**config.mk**
```make
export PLATFORM = sky130hd
export DESIGN_NAME = ffha_ctrl
export DESIGN_NICKNAME = d
export VERILOG_FILES = /design/src/rtl/ffha_pkg.sv /design/src/rtl/ffha_ctrl.sv
export SDC_FILE = /design/constraint.sdc
export NUM_CORES = 1
export LEC_CHECK = 0
export ABC_AREA = 1
export BUFFER_PORTS_ARGS = -buffer_cell sky130_fd_sc_hd__buf_2
export CAP_MARGIN = 0
export CORE_MARGIN = 2
export CORE_UTILIZATION = 53
export DETAILED_ROUTE_END_ITERATION = 8
export PLACE_DENSITY = 0.83
export SLEW_MARGIN = 25
export SYNTH_ARGS = -nofsm -noshare
export SYNTH_HDL_FRONTEND = slang
export SYNTH_SLANG_ARGS = --single-unit
```
**constraint.sdc**
```tcl
create_clock -name clk_i -period 2.5 [get_ports clk_i]
set_input_delay 0.25 -clock clk_i [delete_from_list [all_inputs] [get_ports clk_i]]
set_output_delay 0.25 -clock clk_i [all_outputs]
set_load 0.01 [all_outputs]
```
**src/rtl/ffha_pkg.sv**
```systemverilog
// shared types, constants and helper functions for the first-fit heap allocator
package ffha_pkg;

  localparam int ARENA_BYTES  = 16384;
  localparam int HDR_BYTES    = 32;
  localparam int MAX_BLOCKS   = 512;
  localparam int SPLIT_SLACK  = 16;
  localparam int MIN_HEAP     = 64;

  localparam int SZ_W     = 15;
  localparam int SLOT_W   = $clog2(MAX_BLOCKS);
  localparam int BM_W     = (MAX_BLOCKS < 32) ? MAX_BLOCKS : 32;
  localparam int BM_WORDS = MAX_BLOCKS / BM_W;
  localparam int BM_AW    = (BM_WORDS > 1) ? $clog2(BM_WORDS) : 1;
  localparam int BIT_W    = $clog2(BM_W);

  typedef logic [SZ_W-1:0]   sz_t;
  typedef logic [SLOT_W-1:0] slot_t;
  typedef logic [SLOT_W:0]   link_t;
  typedef logic [BM_W-1:0]   bm_word_t;
  typedef logic [BM_AW-1:0]  bm_addr_t;
  typedef logic [BIT_W-1:0]  bit_t;

  localparam link_t NO_LINK = {1'b1, {SLOT_W{1'b0}}};

  typedef struct packed {
    sz_t   off;
    sz_t   bytes;
    logic  free;
    link_t nxt;
  } ent_t;

  typedef enum logic [1:0] {
    ST_OK      = 2'd0,
    ST_NOFIT   = 2'd1,
    ST_NULL    = 2'd2,
    ST_UNKNOWN = 2'd3
  } status_e;

  typedef enum logic [0:0] {
    CMD_ALLOC = 1'b0,
    CMD_FREE  = 1'b1
  } cmd_e;

  typedef enum logic [0:0] {
    REG_BASE = 1'b0,
    REG_HEAP = 1'b1
  } reg_e;

  typedef enum logic [10:0] {
    S_CLEAR = 11'b000_0000_0001,
    S_IDLE  = 11'b000_0000_0010,
    S_SCAN  = 11'b000_0000_0100,
    S_WALK  = 11'b000_0000_1000,
    S_SPLIT = 11'b000_0001_0000,
    S_TAKE  = 11'b000_0010_0000,
    S_FN    = 11'b000_0100_0000,
    S_CLRN  = 11'b000_1000_0000,
    S_P0    = 11'b001_0000_0000,
    S_P1    = 11'b010_0000_0000,
    S_CLRC  = 11'b100_0000_0000
  } state_e;

  typedef struct packed {
    state_e  op;
    logic    go_alloc;
    logic    go_free;
    logic    fin;
    status_e fin_status;
  } ctrl_cmd_t;

  typedef struct packed {
    logic bm_found;
    logic scan_last;
    logic fit;
    logic split_ok;
    logic last;
    logic hit;
    logic hit_free;
    logic n_merge;
    logic p_valid;
    logic p_merge;
    logic clr_last;
    logic null_free;
  } dp_stat_t;

  function automatic bit_t first_zero(input bm_word_t w);
    bit_t idx;
    idx = '0;
    for (int i = BM_W - 1; i >= 0; i--) begin
      if (!w[i]) idx = bit_t'(i);
    end
    return idx;
  endfunction

  function automatic bm_addr_t word_of(input slot_t s);
    return bm_addr_t'(s >> BIT_W);
  endfunction

  function automatic bit_t bit_of(input slot_t s);
    return s[BIT_W-1:0];
  endfunction

  function automatic sz_t clamp_heap(input sz_t hb);
    sz_t r;
    if (hb < sz_t'(MIN_HEAP)) r = sz_t'(MIN_HEAP);
    else if (32'(hb) > 32'(ARENA_BYTES)) r = sz_t'(ARENA_BYTES);
    else r = hb;
    return r;
  endfunction

endpackage

```
**src/rtl/ffha_ctrl.sv**
```systemverilog
// controller state machine of the heap allocator
module ffha_ctrl (
  input  logic                 clk_i,
  input  logic                 rst_ni,
  input  logic                 start_i,
  input  logic                 cmd_i,
  input  logic                 rebuild_i,
  input  ffha_pkg::dp_stat_t   stat_i,
  output ffha_pkg::ctrl_cmd_t  cmd_o,
  output logic                 busy_o
);

  ffha_pkg::state_e state_q, state_d;
  logic             free_q, free_d;
  logic             accept;

  assign busy_o = (state_q != ffha_pkg::S_IDLE);
  assign accept = start_i && !busy_o;

  always_comb begin
    state_d           = state_q;
    free_d            = free_q;
    cmd_o.op          = state_q;
    cmd_o.go_alloc    = 1'b0;
    cmd_o.go_free     = 1'b0;
    cmd_o.fin         = 1'b0;
    cmd_o.fin_status  = ffha_pkg::ST_OK;
    case (state_q)
      ffha_pkg::S_CLEAR: begin
        if (stat_i.clr_last) state_d = ffha_pkg::S_IDLE;
      end
      ffha_pkg::S_IDLE: begin
        if (rebuild_i) begin
          state_d = ffha_pkg::S_CLEAR;
        end else if (accept) begin
          if (cmd_i == ffha_pkg::CMD_ALLOC) begin
            free_d         = 1'b0;
            cmd_o.go_alloc = 1'b1;
            state_d        = ffha_pkg::S_SCAN;
          end else if (stat_i.null_free) begin
            cmd_o.fin        = 1'b1;
            cmd_o.fin_status = ffha_pkg::ST_NULL;
          end else begin
            free_d        = 1'b1;
            cmd_o.go_free = 1'b1;
            state_d       = ffha_pkg::S_WALK;
          end
        end
      end
      ffha_pkg::S_SCAN: begin
        if (stat_i.bm_found || stat_i.scan_last) state_d = ffha_pkg::S_WALK;
      end
      ffha_pkg::S_WALK: begin
        if (!free_q) begin
          if (stat_i.fit) begin
            state_d = stat_i.split_ok ? ffha_pkg::S_SPLIT : ffha_pkg::S_TAKE;
          end else if (stat_i.last) begin
            cmd_o.fin        = 1'b1;
            cmd_o.fin_status = ffha_pkg::ST_NOFIT;
            state_d          = ffha_pkg::S_IDLE;
          end
        end else begin
          if (stat_i.hit && !stat_i.hit_free) begin
            state_d = ffha_pkg::S_FN;
          end else if (stat_i.hit || stat_i.last) begin
            cmd_o.fin        = 1'b1;
            cmd_o.fin_status = ffha_pkg::ST_UNKNOWN;
            state_d          = ffha_pkg::S_IDLE;
          end
        end
      end
      ffha_pkg::S_SPLIT: state_d = ffha_pkg::S_TAKE;
      ffha_pkg::S_TAKE: begin
        cmd_o.fin = 1'b1;
        state_d   = ffha_pkg::S_IDLE;
      end
      ffha_pkg::S_FN: begin
        state_d = stat_i.n_merge ? ffha_pkg::S_CLRN : ffha_pkg::S_P0;
      end
      ffha_pkg::S_CLRN: state_d = ffha_pkg::S_P0;
      ffha_pkg::S_P0: begin
        if (stat_i.p_valid) begin
          state_d = ffha_pkg::S_P1;
        end else begin
          cmd_o.fin = 1'b1;
          state_d   = ffha_pkg::S_IDLE;
        end
      end
      ffha_pkg::S_P1: begin
        if (stat_i.p_merge) begin
          state_d = ffha_pkg::S_CLRC;
        end else begin
          cmd_o.fin = 1'b1;
          state_d   = ffha_pkg::S_IDLE;
        end
      end
      ffha_pkg::S_CLRC: begin
        cmd_o.fin = 1'b1;
        state_d   = ffha_pkg::S_IDLE;
      end
      default: state_d = ffha_pkg::S_CLEAR;
    endcase
  end

  always_ff @(posedge clk_i or negedge rst_ni) begin
    if (!rst_ni) begin
      state_q <= ffha_pkg::S_CLEAR;
      free_q  <= 1'b0;
    end else begin
      state_q <= state_d;
      free_q  <= free_d;
    end
  end

  // a null free answers at once without leaving idle
  a_null_free: assert property (@(posedge clk_i) disable iff (!rst_ni)
    (accept && cmd_i == ffha_pkg::CMD_FREE && stat_i.null_free) |->
    (cmd_o.fin && cmd_o.fin_status == ffha_pkg::ST_NULL))
    else $error("null free not answered at once");

  a_split_take: assert property (@(posedge clk_i) disable iff (!rst_ni)
    (state_q == ffha_pkg::S_SPLIT) |=> (state_q == ffha_pkg::S_TAKE))
    else $error("split not followed by take");

  a_fin_idle: assert property (@(posedge clk_i) disable iff (!rst_ni)
    cmd_o.fin |=> (state_q == ffha_pkg::S_IDLE))
    else $error("transaction finished but controller not idle");

endmodule

```
==> results.md <==
- Crit path max fanout: 11
- Startpoint Class: register
- Row count: 15
- Skew-Pair Late Insertion Delay: 0.28 ns
- Total chip power: 0.742 mW
- Core area: 1760 um2
- Clock share of power: 0.181
- Final period utilization: 0.870
- Nets@finish: 220
- Share of cells above drive strength 1: 0.262
- Crit path DAT: 1.93 ns
- ANT cells: 0
- Clock Path Buffers: 2
- Reg power frac: 0.341
- Syn_nets: 182
- Combinational Power Share: 0.478
- CTS tree: done
- Gp weighted congestion: 0.887
- Sw Share: 0.446
- Final TNS setup: 0 ns
- Vias/cell: 5.26
- CP max stage delay: 0.44 ns
- P_leak: 0.731 nW
- Hold Violations, Final: 0
- Largest net degree at the start of global routing: 13
- Clk sinks: 12
- Die area: 2280 um2
- GR Util All Layers: 0.256
- Mapped Avg Cell Area: 6.15 um2
- CP delay by family, top: simple AND/OR/NAND/NOR gates
- Clock-pin slew of the registers on the worst-case setup and hold paths: 0.08 ns
- Initial core utilization: 0.575
- Port Buffers: 33
- First-pass GRT wire length: 3.98 mm
- Int Power: 0.411 mW
- Vias after detailed routing: 1194
- Root Buffer: clkbuf_4
- Yosys Warn Count: 0
- Mapped cell area: 1010 um2
- Netlist cell types: 25
- Outcome: completed
- CP Class: reg -> out
- DP HPWL: 2.15 mm
- Unrepaired setup endpoints after global routing: no
- Crit. End Element: primary output
- Max-cap violations: 0
- Clk_skew: 0.00371 ns
- Die Ht: 47.8 um
- HP Class: in -> reg
- Initial antenna violation count: 0
- Critical Path Most Common Cell: nor2_4
- Switching power: 0.331 mW
- Slew @ Worst Pin: 0.330 ns
- Final Routed Wirelength: 2.63 mm
- Req. time, crit path: 2.25 ns
- Vias in the first global route: 1028
- DR iter-0 viols: 49
- Layout area overhead: 21.8%
- Pwr dens: 600 nW/um2
- Fmax: 0.460 GHz
- Syn Inst Count: 165
- H-Tree Depth: 1
- Pins over their slew limit: 0
- Post-CTS sizing: 0
- Synth Register Bits: 12
- Residual DRC: 0
- GR Overflow Total: 0
- Seq/Total Area, Yosys: 0.297
- Post-route minimum period: 2.18 ns
- 1st-pass router iterations: 6
- Slew HR: 0.779
- Die extent in x: 47.8 um
- Maximum VDD drop: 309 uV
- Endpoints failing setup: 0
- Critical path, cell by cell: nor2_2, nand2_2, nor2_4, nand2_4, nor2_4, inv_2, or2_4, nor2_1, buf_2
- WP buf/inv: 2
- Cts bufs inserted: 3
- WL per Instance: 11.6 um
- Count of boundary I/O pins: 34
- Slowest CP cell: dfrtp_1
- Number of antenna-violating nets in the routed design: 0
## power by group through the flow
stage	sequential, mW	clock, mW	combinational [mW]
6_report	0.253	0.134	0.355
3_3_place_gp	0.253	0	0.339
3_5_place_dp	0.256	0	0.347
5_1_grt	0.257	0.142	0.394
4_1_cts	0.252	0.139	0.350
2_1_floorplan	0.260	0	0.234
## registers in the layout (all words and copies together), names as in the netlist
| signal | cells |
|---|---|
| state_q | 11 |
| free_q | 1 |
## per-layer routing
layer	routed length [um]	GRT usage
met5	0	0
met4	92	0.146
met3	205	0.0226
met2	1190	0.437
met1	1140	0.311
## worst register-to-register path, cell delays in order, from the launching register on
cell,delay (ns)
dfrtp_1,0.44
nor2_2,0.13
nand2_2,0.10
nor2_4,0.27
nand2_4,0.10
nor2_4,0.12
inv_2,0.05
or2_4,0.23
o21ai_2,0.12
## what timing repair did
| item | 4_1_cts | 5_1_grt |
|---|---|---|
| buffers inserted | 0 | 0 |
| hold endpoints to repair | 11 | 0 |
| hold buffers | 1 | 0 |
## through the flow
stage / hold WS [ns] / util / instance area [um2] / cells / setup slack (ns)
6_report: 0.158 / 0.701 / 1240 / 227 / 0.324
4_1_cts: 0.154 / 0.701 / 1240 / 227 / 0.335
5_1_grt: 0.186 / 0.701 / 1240 / 227 / 0.195
3_3_place_gp: 0.146 / 0.680 / 1200 / 222 / 0.713
3_5_place_dp: 0.149 / 0.680 / 1200 / 222 / 0.650
2_1_floorplan: -0.0456 / - / 1010 / 165 / 0.839
## placed cells by master, fill, tap and decap left out, drive strengths merged
cell / Yosys / final
nor3: 3 / 3
buf: 1 / 33
o211ai: 1 / 1
dfstp: 1 / 1
nor3b: 2 / 2
inv: 31 / 31
o21ai: 5 / 5
o21bai: 1 / 1
a21oi: 2 / 2
nand2: 46 / 46
clkbuf: 0 / 4
nor2: 34 / 34
nand3b: 1 / 1
or2: 1 / 1
dlygate4sd3: 0 / 1
nand3: 14 / 14
o31ai: 3 / 3
nand4: 8 / 8
dfrtp: 11 / 11
## cell families after synthesis
group	after synthesis	share of synthesized area
flops	12	0.297
buf+inv	32	0.126
simple gates	109	0.502
compound gates	12	0.0752
## synthesized netlist by cell type
cell type | number | area (um2)
nor2_2 | 4 | 25.0
nand2_4 | 1 | 11.3
o211ai_1 | 1 | 7.51
inv_1 | 27 | 101
buf_6 | 1 | 11.3
dfrtp_1 | 11 | 275
nand3_2 | 1 | 10.0
nor3_1 | 3 | 15.0
nor2_1 | 28 | 105
nand2_1 | 43 | 161
nor2_4 | 2 | 22.5
nand3_1 | 13 | 65.1
nor3b_1 | 2 | 15.0
nand4_1 | 8 | 50.1
a21oi_1 | 2 | 10.0
nand2_2 | 2 | 12.5
o21ai_0 | 2 | 10.0
o21ai_1 | 2 | 10.0
o21bai_1 | 1 | 7.51
o31ai_1 | 3 | 22.5
dfstp_2 | 1 | 26.3
o21ai_2 | 1 | 8.76
nand3b_1 | 1 | 7.51
or2_4 | 1 | 8.76
inv_2 | 4 | 15.0
## final cells by class
| cell class | count | area, um2 |
|---|---|---|
| Clock buffer | 4 | 26.3 |
| Fill cell | 173 | 528 |
| Inverter | 31 | 116 |
| Multi-Input combinational cell | 121 | 586 |
| Sequential cell | 12 | 302 |
| Tap cell | 25 | 31.3 |
| Timing Repair Buffer | 34 | 175 |
## worst paths after layout
check / from / to / slack (ns) / cells after the start
setup / recovery: state_q[8]$_DFFE_PN0P_ / cmd_o[4] / 0.32 / 9
hold / removal: stat_i[8] / state_q[5]$_DFFE_PN0P_ / 0.16 / 2
setup reg to reg: state_q[8]$_DFFE_PN0P_ / state_q[2]$_DFFE_PN0P_ / 0.88 / 8
hold reg to reg: state_q[3]$_DFFE_PN0P_ / state_q[3]$_DFFE_PN0P_ / 0.61 / 2
max in group asynchronous: rst_ni / state_q[0]$_DFFE_PN1P_ / 1.84 / 2
min in group asynchronous: rst_ni / state_q[5]$_DFFE_PN0P_ / 0.38 / 2
Note: power is estimated with default switching activity, not from simulation.
